$ cat src/design/tmis_pkg.sv
// Package for the tape-machine interpreter step unit.
// Holds sizes, command/opcode/status codes, FSM states and memory request types.
// No dependencies.
package tmis_pkg;

    localparam int PROG_DEPTH = 4096;
    localparam int JUMP_DEPTH = 4096;
    localparam int TAPE_DEPTH = 32768;

    localparam int PROG_AW = $clog2(PROG_DEPTH);
    localparam int JUMP_AW = $clog2(JUMP_DEPTH);
    localparam int TAPE_AW = $clog2(TAPE_DEPTH);

    localparam int WORD_W = 16;
    localparam int TGT_W  = 12;
    localparam int CELL_W = 8;
    localparam int PC_W   = 13;
    localparam int LIM_W  = 12;

    localparam logic [WORD_W-1:0] JUMP_BASE = 16'd8;

    typedef enum logic [1:0] {
        CMD_PROG = 2'd0,
        CMD_JUMP = 2'd1,
        CMD_STEP = 2'd2
    } cmd_t;

    typedef enum logic [2:0] {
        OP_RIGHT = 3'd0,
        OP_LEFT  = 3'd1,
        OP_INC   = 3'd2,
        OP_DEC   = 3'd3,
        OP_PUT   = 3'd4,
        OP_GET   = 3'd5,
        OP_SKIP  = 3'd6,
        OP_NOP   = 3'd7
    } op_t;

    typedef enum logic [1:0] {
        ST_RUN  = 2'd0,
        ST_PAST = 2'd1,
        ST_BADJ = 2'd2
    } run_status_t;

    typedef enum logic [1:0] {
        S_CLEAR,
        S_IDLE,
        S_EXEC,
        S_JUMP
    } state_t;

    typedef struct packed {
        logic               we;
        logic               re;
        logic [PROG_AW-1:0] addr;
        logic [WORD_W-1:0]  wdata;
    } prog_req_t;

    typedef struct packed {
        logic               we;
        logic               re;
        logic [JUMP_AW-1:0] addr;
        logic [TGT_W-1:0]   wdata;
    } jump_req_t;

    typedef struct packed {
        logic               we;
        logic               re;
        logic [TAPE_AW-1:0] addr;
        logic [CELL_W-1:0]  wdata;
    } tape_req_t;

endpackage

$ cat src/design/tmis_core.sv
// Control and datapath of the interpreter: command decode, instruction execute,
// tape read-modify-write, jump resolution and tape clearing sweep.
// Depends on tmis_pkg; drives the three memories through request structs.
module tmis_core
    import tmis_pkg::*;
(
    input  logic               clk,
    input  logic               rst_n,
    input  logic               start,
    output logic               busy,
    input  logic [1:0]         cmd,
    input  logic [11:0]        addr,
    input  logic [WORD_W-1:0]  word,
    input  logic [CELL_W-1:0]  in_char,
    input  logic               cfg_valid,
    output logic               cfg_ready,
    input  logic [LIM_W-1:0]   cfg_data,
    output logic               done,
    output logic               out_valid,
    output logic [CELL_W-1:0]  out_char,
    output logic [1:0]         status,
    output logic [PC_W-1:0]    pc_now,
    output prog_req_t          prog_req,
    input  logic [WORD_W-1:0]  prog_rdata,
    output jump_req_t          jump_req,
    input  logic [TGT_W-1:0]   jump_rdata,
    output tape_req_t          tape_req,
    input  logic [CELL_W-1:0]  tape_rdata
);

    state_t             state_reg, state_next;
    logic [PC_W-1:0]    pc_reg, pc_next;
    logic [TAPE_AW-1:0] dp_reg, dp_next;
    run_status_t        stat_reg, stat_next;
    logic [LIM_W-1:0]   last_reg, last_next;
    logic [TAPE_AW-1:0] clr_reg, clr_next;
    logic               oob_reg, oob_next;
    logic [CELL_W-1:0]  in_char_reg, in_char_next;
    logic               done_reg, done_next;
    logic               oval_reg, oval_next;
    logic [CELL_W-1:0]  ochar_reg, ochar_next;

    logic [WORD_W-1:0]  w;
    logic [CELL_W-1:0]  cur_cell;
    logic [WORD_W-1:0]  idx;
    logic               take;
    logic               upd_pc;
    logic [PC_W-1:0]    pc_new;

    assign cfg_ready = 1'b1;
    assign busy      = (state_reg != S_IDLE);
    assign done      = done_reg;
    assign out_valid = oval_reg;
    assign out_char  = ochar_reg;
    assign status    = stat_reg;
    assign pc_now    = pc_reg;

    assign w        = oob_reg ? '0 : prog_rdata;
    assign cur_cell = tape_rdata;
    assign idx      = w - JUMP_BASE;
    assign take     = w[0] ? (cur_cell != '0) : (cur_cell == '0);

    always_ff @(posedge clk or negedge rst_n)
    begin
        if (!rst_n)
        begin
            state_reg <= S_CLEAR;
            pc_reg    <= '0;
            dp_reg    <= '0;
            stat_reg  <= ST_RUN;
            last_reg  <= '0;
            clr_reg   <= '0;
            oob_reg   <= 1'b0;
            done_reg  <= 1'b0;
            oval_reg  <= 1'b0;
        end
        else
        begin
            state_reg <= state_next;
            pc_reg    <= pc_next;
            dp_reg    <= dp_next;
            stat_reg  <= stat_next;
            last_reg  <= last_next;
            clr_reg   <= clr_next;
            oob_reg   <= oob_next;
            done_reg  <= done_next;
            oval_reg  <= oval_next;
        end
    end

    always_ff @(posedge clk)
    begin
        in_char_reg <= in_char_next;
        ochar_reg   <= ochar_next;
    end

    always_comb
    begin
        state_next   = state_reg;
        pc_next      = pc_reg;
        dp_next      = dp_reg;
        stat_next    = stat_reg;
        last_next    = last_reg;
        clr_next     = clr_reg;
        oob_next     = oob_reg;
        in_char_next = in_char_reg;
        done_next    = 1'b0;
        oval_next    = 1'b0;
        ochar_next   = '0;
        prog_req     = '0;
        jump_req     = '0;
        tape_req     = '0;
        upd_pc       = 1'b0;
        pc_new       = pc_reg + PC_W'(1);

        if (cfg_valid)
        begin
            last_next = cfg_data;
        end

        unique case (state_reg)
            S_CLEAR:
            begin
                tape_req.we    = 1'b1;
                tape_req.addr  = clr_reg;
                tape_req.wdata = '0;
                clr_next       = clr_reg + TAPE_AW'(1);
                if (clr_reg == TAPE_AW'(TAPE_DEPTH - 1))
                begin
                    state_next = S_IDLE;
                end
            end
            S_IDLE:
            begin
                if (start)
                begin
                    done_next = 1'b1;
                    case (cmd_t'(cmd))
                        CMD_PROG:
                        begin
                            if (17'(addr) < 17'(PROG_DEPTH))
                            begin
                                prog_req.we    = 1'b1;
                                prog_req.addr  = PROG_AW'(addr);
                                prog_req.wdata = word;
                            end
                        end
                        CMD_JUMP:
                        begin
                            if (17'(addr) < 17'(JUMP_DEPTH))
                            begin
                                jump_req.we    = 1'b1;
                                jump_req.addr  = JUMP_AW'(addr);
                                jump_req.wdata = word[TGT_W-1:0];
                            end
                        end
                        CMD_STEP:
                        begin
                            if (stat_reg == ST_RUN)
                            begin
                                if (pc_reg > PC_W'(last_reg))
                                begin
                                    stat_next = ST_PAST;
                                end
                                else
                                begin
                                    done_next     = 1'b0;
                                    prog_req.re   = 1'b1;
                                    prog_req.addr = PROG_AW'(pc_reg);
                                    tape_req.re   = 1'b1;
                                    tape_req.addr = dp_reg;
                                    oob_next      = (17'(pc_reg) >= 17'(PROG_DEPTH));
                                    in_char_next  = in_char;
                                    state_next    = S_EXEC;
                                end
                            end
                        end
                        default:
                        begin
                        end
                    endcase
                end
            end
            S_EXEC:
            begin
                state_next = S_IDLE;
                done_next  = 1'b1;
                upd_pc     = 1'b1;
                if (w[WORD_W-1:3] == '0)
                begin
                    tape_req.addr = dp_reg;
                    unique case (op_t'(w[2:0]))
                        OP_RIGHT:
                        begin
                            dp_next = (dp_reg == TAPE_AW'(TAPE_DEPTH - 1)) ? '0
                                                                          : dp_reg + TAPE_AW'(1);
                        end
                        OP_LEFT:
                        begin
                            dp_next = (dp_reg == '0) ? TAPE_AW'(TAPE_DEPTH - 1)
                                                     : dp_reg - TAPE_AW'(1);
                        end
                        OP_INC:
                        begin
                            tape_req.we    = 1'b1;
                            tape_req.wdata = cur_cell + CELL_W'(1);
                        end
                        OP_DEC:
                        begin
                            tape_req.we    = 1'b1;
                            tape_req.wdata = cur_cell - CELL_W'(1);
                        end
                        OP_PUT:
                        begin
                            oval_next  = 1'b1;
                            ochar_next = cur_cell;
                        end
                        OP_GET:
                        begin
                            tape_req.we    = 1'b1;
                            tape_req.wdata = in_char_reg;
                        end
                        OP_SKIP:
                        begin
                            pc_new = pc_reg + PC_W'(2);
                        end
                        OP_NOP:
                        begin
                        end
                        default:
                        begin
                        end
                    endcase
                end
                else if (take)
                begin
                    upd_pc = 1'b0;
                    if (17'(idx) >= 17'(JUMP_DEPTH))
                    begin
                        stat_next = ST_BADJ;
                    end
                    else
                    begin
                        jump_req.re   = 1'b1;
                        jump_req.addr = JUMP_AW'(idx);
                        done_next     = 1'b0;
                        state_next    = S_JUMP;
                    end
                end
            end
            S_JUMP:
            begin
                state_next = S_IDLE;
                done_next  = 1'b1;
                if (jump_rdata >= last_reg)
                begin
                    stat_next = ST_BADJ;
                end
                else
                begin
                    upd_pc = 1'b1;
                    pc_new = PC_W'(jump_rdata) + PC_W'(1);
                end
            end
            default:
            begin
                state_next = S_IDLE;
            end
        endcase

        if (upd_pc)
        begin
            pc_next = pc_new;
            if (pc_new > PC_W'(last_reg))
            begin
                stat_next = ST_PAST;
            end
        end
    end

endmodule
$ cat config.mk
export PLATFORM = sky130hd
export DESIGN_NAME = tmis_core
export DESIGN_NICKNAME = d
export VERILOG_FILES = /design/src/design/tmis_pkg.sv /design/src/design/tmis_core.sv
export SDC_FILE = /design/constraint.sdc
export NUM_CORES = 1
export LEC_CHECK = 0
export BUFFER_PORTS_ARGS = -buffer_cell sky130_fd_sc_hd__buf_2
export CELL_PAD_IN_SITES_DETAIL_PLACEMENT = 1
export CELL_PAD_IN_SITES_GLOBAL_PLACEMENT = 1
export CORE_MARGIN = 5
export CORE_UTILIZATION = 39
export CTS_BUF_LIST = sky130_fd_sc_hd__clkbuf_4 sky130_fd_sc_hd__clkbuf_8
export DETAILED_ROUTE_END_ITERATION = 12
export PLACE_DENSITY_LB_ADDON = 0.1
export SYNTH_ARGS = -nofsm -noshare
export SYNTH_HDL_FRONTEND = slang
export SYNTH_SLANG_ARGS = --single-unit
$ cat constraint.sdc
create_clock -name clk -period 6 [get_ports clk]
set_clock_uncertainty 0.05 [all_clocks]
set_input_delay 0.9 -clock clk [delete_from_list [all_inputs] [get_ports clk]]
set_output_delay 0.9 -clock clk [all_outputs]
set_load 0.02 [all_outputs]
; ---- Word-level counts from Yosys, hierarchy flattened
; Index checks and enable logic that the tools add are counted.
[classes]
n_addsub = 9
n_lt_le_gt_ge = 5
n_eq_ne = 19
muxes = 75
bitwise = 1
n_reduce_logical = 14
[ops]
columns = op, count
row1 = 13-bit two-way mux, 8
row2 = 16-bit two-way mux, 6
row3 = 30-bit two-way mux, 2
row4 = 24-bit two-way mux, 2
row5 = 12-bit case mux with 2 select lines, 2
row6 = 15-bit case mux with 3 select lines, 1
row7 = 2-bit two-way mux, 18
row8 = "15-bit by 1-bit adder with 15-bit output, second input constant", 2
row9 = "15-bit == test, second input constant", 2
row10 = 15-bit two-way mux, 2
row11 = 15-bit case mux with 2 select lines, 1
row12 = 13-bit by 12-bit greater-than comparator with 1-bit output, 2
row13 = 13-bit case mux with 2 select lines, 1
row14 = 8-bit case mux with 3 select lines, 1
row15 = 1-bit two-way mux, 23
row16 = 23-bit two-way mux, 1
row17 = "16-bit by 13-bit >= comparator with 1-bit output, second input constant", 1
row18 = "16-bit by 4-bit subtractor with 16-bit output, second input constant", 1
row19 = 15-bit logical NOT, 1
row20 = "15-bit by 1-bit subtractor with 15-bit output, second input constant", 1
row21 = "12-bit by 1-bit adder with 13-bit output, second input constant", 1
row22 = "13-bit by 1-bit adder with 13-bit output, second input constant", 1
row23 = "13-bit by 2-bit adder with 13-bit output, second input constant", 1
row24 = "13-bit >= comparator, second input constant", 1
row25 = 26 further kinds, 41
[totals]
register_bits = 78
input_bits = 90
out_inout_bits = 108
wordCells = 134

; ---- Longest topological paths before layout
; Gate-level depths: netlist of run 1.
[logic_depth]
word_depth = 9
ltp_mapped = 20
ltp_nobuf = 19

; ---- Worst setup path after synthesis of run 1
; OpenSTA, ideal clock, no wires.
[synth_path]
path_kind = input to register
start = input port jump_rdata[0]
end = register stat_reg[1], in the netlist status[1]
setup_time_ps = 130
arrival_ps = 4706
t_required_ps = 5820
slack_ps = 1114
stages = 18
path_buffers = 0
path_cell_list = inv_1 ha_1 nand2b_1 a2111oi_0 o31ai_1 a21boi_1 o21ai_1 a2111oi_0 nor2_1 ha_1 nand3_1 o21bai_1 a31oi_1 a2111oi_0 or3_1 a221oi_1 a211oi_1 a21boi_0
[synth_via]
elab_chain_len = 6
elab_cells_between_ends = 11
cone_classes = add/sub: 1 / order compare: 2 / mux: 8
[synth_lines]
columns = element, line
row1 = from (decl), tmis_core.sv:26  ; input logic [TGT_W-1:0] jump_rdata,
row2 = 12-bit by 1-bit adder with 13-bit output / 12-bit >= comparator (equally long branches), "tmis_core.sv:262, tmis_core.sv:255"
row3 = 13-bit two-way mux *, tmis_core.sv:255  ; if (jump_rdata >= last_reg)
row4 = 13-bit case mux with 2 select lines *, tmis_core.sv:121  ; unique case (state_reg)
row5 = named net pc_new[4], tmis_core.sv:48  ; logic [PC_W-1:0] pc_new;
row6 = 13-bit by 12-bit greater-than comparator with 1-bit output *, tmis_core.sv:274  ; if (pc_new > PC_W'(last_reg))
row7 = 2-bit two-way mux *, tmis_core.sv:274
row8 = 2-bit two-way mux *, tmis_core.sv:271  ; if (upd_pc)
row9 = named net stat_next[1], tmis_core.sv:34  ; run_status_t stat_reg, stat_next;
row10 = to (signal assigned), tmis_core.sv:82  ; stat_reg <= stat_next;
row11 = to (decl), tmis_core.sv:34
; Mark *: on every way through the listed nets, which the timed path passes. The rest lies on a longest branch.
; A chain may end at the register's enable or synchronous reset.

==> metrics.yaml, run 1 <==
die_h_um: 142
gp_congestion: 0.917
synth_top_family_by_area: "simple AND/OR/NAND/NOR gates"
grt_pass1_wl_um: 39400
rsz0062_at_grt: "no"
post_cts_resized: 0
cap_violations: 0
yosys.area_share.simple_pct: 24.2
clock_latency_ns: 0.39
crit_fanout: 15
die_area_um2: 20100
synthesis.area_um2: 6780
post_cts_buffers: 0
cts_buffers: 9
core-area_um2: 17200
max_freq_mhz: 192
endpoint_kind: "primary output"
path_clk_slew_ns: 0.11
synth-seq-area-share_pct: 28.8
cts_buffer_depth: 2
arrival_ns: 4.26
tightest_slew_ns: 1.10
start_kind: "register"
initial_core_util_pct: 39.5
slew_headroom_pct: 25.9
die_w_um: 142
viasPerCell: 5.66
wire_per_inst_um: 20.2
leakagePower_uw: 0.00381
yosysMostFrequentCell: "nor2_1"
critPathKind: "register to primary output"
setup_tns_ns: 0
antenna_left: 0
n_antenna_cell: 0
yosys.cell_types.count: 73
hp-class: "input port to async pin"
hold_viol_final: 0
status: "finished, final reports clean"
async_reset_ff_share_pct: 79.5
synth_commonest_cells: "nor2_1, nand2_1, dfrtp_1"
io_buffer_count: 196
antenna_found_initial: 0
ir_worst_vdd_mv: 0.178
synthMuxAreaShare_pct: 2.42
syn_nets: 978
synthAdderAreaFrac_pct: 10.8
finalSetupViolCount: 0
synth_edf_count: 8
yosysTopAreaCellShare_pct: 22.9
ys_top_cells_by_area: "dfrtp_1, ha_1, xnor2_1"
root_buffer: "clkbuf_8"
synth_area_per_cell_um2: 8.16
whs_ns: 0.332
r2r.worst_path.cells: 20
rows: 48
drc: 0
drtPass1Iterations: 6
grt_start_max_net_pins: 54
fin_nets: 1149
synth-seq-cells: 78
drive_above_1_share_pct: 24.3
synthCells: 830
preCtsSetupSlack_ns: 0.747
cts_tree: "done"
synth-xor-area-share_pct: 6.85
finalMaxSlewViolations: 0
drtIter0Drc: 329
overflow: 0
layout_setup_ws_ns: 0.789
htree_levels: 3
vias: 6970
p_per_area_nw_per_um2: 330
post-synth-top-area-cell: "dfrtp_1"
grt_pass1_vias: 7142
hpwl_um: 19600
synth_warnings: 0
wirelength_um: 24900
grt_usage_pct: 24.5
min_period_ns: 5.21
worstPathRequired_ns: 5.05
synth_top_flop_cell: "dfrtp_1"
ios: 198
postCtsHoldBufs: 0
cts_sinks: 78
fin_crit_sh_pct: 86.9
areaGrowthSynthToFinish_pct: 19.6
synth_compound_area_share_pct: 22.2
## cells in the final DEF (no fill, tap or decap), drive strengths merged, types with 27 or more instances in the layout
cell | netlist | final
xnor2 | 34 | 34
a22oi | 27 | 27
nand2 | 73 | 73
ha | 57 | 57
and2 | 39 | 39
nand3 | 32 | 32
o21ai | 48 | 48
dfrtp | 62 | 62
a21oi | 46 | 46
inv | 31 | 35
buf | 9 | 205
nor2 | 79 | 79
## cell families (layout without fill, tap and decap cells)
family,after synthesis,count (layout)
buffers and inverters,78,254
DFF,78,78
xor gates and xnor gates,53,53
adders and majority gates,58,58
and+or+nand+nor,324,324
other,1,1
muxes,15,15
AOI/OAI and AO/OA,223,223
## layout make-up
cell class | instances | area, µm²
inverters | 33 | 124
fillers | 2203 | 9070
clock buffers | 9 | 124
multi-input cells | 674 | 4510
repair buffers | 205 | 1050
flip-flops and latches | 78 | 1950
well taps | 225 | 282
clock inverters | 7 | 65.1
## where the power goes
part | leakage, µW | switching, µW | internal (µW)
Sequential | 0.000929 | 203 | 627
Clock | 0.0000943 | 245 | 160
Combinational | 0.00279 | 875 | 562
Total | 0.00381 | 1320 | 1350
## path summary, 6_finish.rpt
| check | start | to | slack [ns] |
|---|---|---|---|
| setup / recovery | pc_now[10] | tape_req[8] | 0.79 |
| hold / removal | rst_n | pc_now[1] | 0.33 |
| setup reg to reg | oob_reg | status[1] | 0.97 |
| hold reg to reg | clr_reg[4] | clr_reg[4] | 0.47 |
| max in group asynchronous | rst_n | oob_reg | 4.54 |
| min in group clk | clr_reg[4] | clr_reg[4] | 0.47 |
## critical path, stage by stage, from the launching register on
cell and delay [ns]:
dfrtp_1 0.63, ha_1 0.33, a21o_1 0.16, a211oi_1 0.42, or4b_1 0.60, a211oi_2 0.27, buf_4 0.25, nand3_1 0.20
a21oi_2 0.55, a22o_1 0.27, buf_2 0.18
## per-stage QoR
stage	power (µW)	cells	util (%)	instance area, µm²
2_1_floorplan	1770	830	-	6780
5_1_grt	2870	1231	47.2	8100
4_1_cts	2690	1231	47.2	8100
3_3_place_gp	2250	1215	46.1	7920
6_report	2670	1231	47.2	8100
3_5_place_dp	2270	1215	46.1	7920
## metal layers
layer	global-route usage [%]	routed length [µm]	vias to the layer above
met3	4.52	994	32
met4	6.01	459	0
met1	31.5	10900	3434
li1	-	-	3353
met5	0	0	-
met2	42.7	12600	151
Note: power is estimated with default switching activity, not from simulation.
==> inputs of run 2 (changes only) <==
--- a/config.mk
+++ b/config.mk
@@ -13,6 +13,7 @@
 export CTS_BUF_LIST = sky130_fd_sc_hd__clkbuf_4 sky130_fd_sc_hd__clkbuf_8
 export DETAILED_ROUTE_END_ITERATION = 12
 export PLACE_DENSITY_LB_ADDON = 0.1
+export REMOVE_ABC_BUFFERS = 1
 export SYNTH_ARGS = -nofsm -noshare
 export SYNTH_HDL_FRONTEND = slang
 export SYNTH_SLANG_ARGS = --single-unit
==> metrics.yaml, run 2 (synthesis gave the netlist of run 1 again) <==
design_area_um2: 8160
root_buffer: "clkbuf_8"
gp_congestion: 0.908
ir_worst_vdd_mv: 0.180
finalCoreUtilization_pct: 47.5
timing.rr.start: "oob_reg"
viasPerCell: 5.66
rows: 48
ios: 198
rsz0062_at_grt: "no"
max_freq_mhz: 189
grt_start_max_net_pins: 63
fin_nets: 1152
drc: 0
antenna_found_initial: 0
die_h_um: 142
finalMaxSlewViolations: 0
wire_per_inst_um: 20.3
io_buffer_count: 196
hp-class: "register to register"
cts_buffer_depth: 2
leakagePower_uw: 0.00384
die_w_um: 142
drtIter0Drc: 344
fin_crit_sh_pct: 88.1
start_kind: "input port"
drive_above_1_share_pct: 24.4
cap_violations: 0
placed_cell_area_um2: 7940
hpwl_um: 19500
n_antenna_cell: 0
areaGrowthSynthToFinish_pct: 20.3
final_cell_mix: "buf_2, nor2_1, nand2_1"
grt_pass1_vias: 7220
slew_headroom_pct: 16.9
cts_buffers: 9
core-area_um2: 17200
drtPass1Iterations: 5
preCtsSetupSlack_ns: 0.369
wirelength_um: 25100
overflow: 0
post_cts_resized: 0
cts_tree: "done"
critPathKind: "input port to register"
post_cts_buffers: 0
cts_sinks: 78
initial_core_util_pct: 39.5
final_common_cell: "buf_2"
path_clk_slew_ns: 0.09
arrival_ns: 5.49
tightest_slew_ns: 1.24
grt_usage_pct: 24.6
antenna_left: 0
setup_tns_ns: 0
post-place-cells: 1218
p_per_area_nw_per_um2: 337
postCtsHoldBufs: 0
clock_latency_ns: 0.37
nFillCells: 2205
vias: 6984
htree_levels: 3
status: "finished, final reports clean"
endpoint_kind: "register"
hold_viol_final: 0
die_area_um2: 20100
worstPathRequired_ns: 6.20
final_cells: 1233
grt_pass1_wl_um: 39500
hp-start: "clr_reg[4]"
crit_fanout: 9
worstSetupStartpoint: "jump_rdata[0]"
layout_setup_ws_ns: 0.716
finalSetupViolCount: 0
min_period_ns: 5.28
## run 2: changes by cell type in the layout (fill, tap and decap cells not counted), sizes merged
cell	before	now
buf	205	208
bufinv	0	2
inv	35	31
clkbuf	9	11
clkinv	4	3
## run 2: per-layer routing
layer | track usage (%) | vias to the layer above | part of all wire (%)
met5 | 0 | - | 0
met3 | 3.37 | 41 | 3.5
met2 | 44.5 | 154 | 51
li1 | - | 3347 | -
met4 | 7.32 | 0 | 2.6
met1 | 30.4 | 3442 | 42
## run 2: worst paths after layout
path,to,slack [ns],cells after the start
worst max-delay path,status[1],0.72,20
worst min-delay path,clr_reg[4],0.44,1
worst max register to register,status[1],0.82,20
worst min register to register,clr_reg[4],0.44,1
max in group asynchronous,clr_reg[1],4.63,2
min in group asynchronous,pc_now[3],0.64,2
## run 2: critical path: stages
cell and delay (ns):
buf_2 0.13, inv_1 0.05, ha_1 0.27, nand2b_1 0.13
a2111oi_0 0.56, o31ai_1 0.21, a21boi_1 0.19, buf_4 0.19
o21ai_1 0.18, a2111oi_0 0.66, nor2_1 0.13, ha_1 0.35
nand3_1 0.11, o21bai_1 0.17, a31oi_1 0.20, a2111oi_0 0.08
or3_1 0.38, a221oi_1 0.31, a211oi_1 0.10, a21boi_0 0.18
## run 2: cell type report
class / count / area (µm²) / share of cell area (%)
tap: 225 / 282 / 3.45
clock buffer: 11 / 145 / 1.78
multi-input combinational: 674 / 4510 / 55.3
inverter: 33 / 124 / 1.52
sequential: 78 / 1950 / 23.9
timing repair buffer: 208 / 1070 / 13.1
clock inverter: 4 / 72.6 / 0.890
## run 2: metrics by stage
stage               hold WS (ns)  power, µW
floorplan                  0.410       1730
global placement           0.429       2250
detailed placement         0.434       2280
CTS                        0.451       2760
global route               0.470       2950
finish                     0.445       2750
## run 2: power by group
part	switching [µW]	internal, µW
combinational	898	572
sequential	184	628
clock	223	248
total	1300	1450
==> inputs of run 3 (changes only) <==
--- a/config.mk
+++ b/config.mk
@@ -5,7 +5,7 @@
 export SDC_FILE = /design/constraint.sdc
 export NUM_CORES = 1
 export LEC_CHECK = 0
-export BUFFER_PORTS_ARGS = -buffer_cell sky130_fd_sc_hd__buf_2
+export BUFFER_PORTS_ARGS = -buffer_cell sky130_fd_sc_hd__buf_4
 export CELL_PAD_IN_SITES_DETAIL_PLACEMENT = 1
 export CELL_PAD_IN_SITES_GLOBAL_PLACEMENT = 1
 export CORE_MARGIN = 5
==> metrics.yaml, run 3 (synthesis gave the netlist of run 1 again) <==
post_cts_resized: 0
cts_tree: "done"
final_cells: 1236
die_area_um2: 20100
drtIter0Drc: 344
status: "finished, final reports clean"
rows: 48
start_kind: "register"
die_h_um: 142
endpoint_kind: "primary output"
min_period_ns: 5.21
final_cell_mix: "buf_4, nor2_1, nand2_1"
whs_ns: 0.440
finalCoreUtilization_pct: 50.3
hpwl_um: 20000
fin_crit_sh_pct: 86.8
fin_nets: 1154
max_freq_mhz: 192
grt_pass1_vias: 7503
io_buffer_count: 196
crit_fanout: 15
setup_tns_ns: 0
arrival_ns: 4.26
wirelength_um: 25600
core-area_um2: 17200
cts_buffers: 9
overflow: 0
path_clk_slew_ns: 0.08
p_per_area_nw_per_um2: 323
cap_violations: 0
rsz0062_at_grt: "no"
hold_viol_final: 0
nFillCells: 2152
htree_levels: 3
preCtsSetupSlack_ns: 0.394
final_common_cell: "buf_4"
post_cts_buffers: 0
clock_latency_ns: 0.38
drtPass1Iterations: 4
n_antenna_cell: 0
drive_above_1_share_pct: 24.5
worstPathRequired_ns: 5.05
grt_start_max_net_pins: 63
regArea_um2: 1950
root_buffer: "clkbuf_8"
die_w_um: 142
ios: 198
multi_input_area_um2: 4510
areaGrowthSynthToFinish_pct: 27.5
postCtsHoldBufs: 0
ir_worst_vdd_mv: 0.190
finalMaxSlewViolations: 0
initial_core_util_pct: 39.5
cts_sinks: 78
leakagePower_uw: 0.00392
vias: 7079
drc: 0
grt_usage_pct: 25.3
layout_setup_ws_ns: 0.792
hp-class: "register to register"
wire_per_inst_um: 20.7
critPathKind: "register to primary output"
gp_congestion: 0.925
finalSetupViolCount: 0
grt_pass1_wl_um: 40500
antenna_found_initial: 0
slew_headroom_pct: 27.4
cts_buffer_depth: 2
tightest_slew_ns: 1.08
viasPerCell: 5.73
antenna_left: 0
post-place-cells: 1220
[run 3: cell types whose count changed in the layout (fill, tap and decap cells not counted)]
cell / before / now
clkinv_4: 0 / 2
clkinv_1: 2 / 3
bufinv_16: 2 / 1
buf_4: 12 / 210
clkbuf_4: 1 / 0
inv_6: 0 / 1
clkbuf_8: 10 / 9
buf_2: 196 / 0
[run 3: final timing paths]
path	cells past startpoint	slack, ns	startpoint	to
min in group asynchronous	1	0.55	rst_n	last_reg[4]
max	11	0.79	pc_now[6]	tape_req[13]
min reg2reg	1	0.44	clr_reg[7]	clr_reg[7]
max in group asynchronous	1	4.73	rst_n	clr_reg[6]
max reg2reg	20	0.81	oob_reg	status[1]
min	1	0.44	clr_reg[7]	clr_reg[7]
[run 3: critical path, stage by stage (launching register included)]
cell,delay (ns)
dfrtp_1,0.63
ha_1,0.32
and3_1,0.18
a221oi_1,0.28
nor2b_1,0.08
or4b_1,0.60
a211oi_2,0.24
buf_4,0.25
nand3_1,0.19
a21oi_2,0.68
a22o_2,0.27
buf_4,0.14
[run 3: cell type report]
class                           count  share of cell area [%]
Timing Repair Buffer              210                    18.2
Clock inverter                      7                   0.840
Clock buffer                        9                    1.43
Multi-Input combinational cell    674                    52.2
Inverter                           33                    1.43
Sequential cell                    78                    22.6
Tap cell                          225                    3.26
[run 3: per-stage QoR]
| step | cell area (µm²) | total power (µW) |
|---|---|---|
| final | 8640 | 2790 |
| after global routing | 8640 | 2990 |
| after CTS | 8640 | 2800 |
| after detailed placement | 8440 | 2360 |
| after global placement | 8440 | 2330 |
| after floorplan | 6580 | 1730 |
[run 3: metal layers]
metal | vias up | part of all wire (%) | track usage, %
li1 | 3355 | - | -
met1 | 3497 | 41 | 29.9
met2 | 173 | 53 | 45.6
met3 | 54 | 3.8 | 3.98
met4 | 0 | 2.8 | 10.2
met5 | - | 0 | 0
[run 3: power breakdown]
part / total (µW) / switching (µW) / internal (µW)
combinational: 1560 / 912 / 645
sequential: 807 / 180 / 628
clock: 424 / 230 / 193
total: 2790 / 1320 / 1470
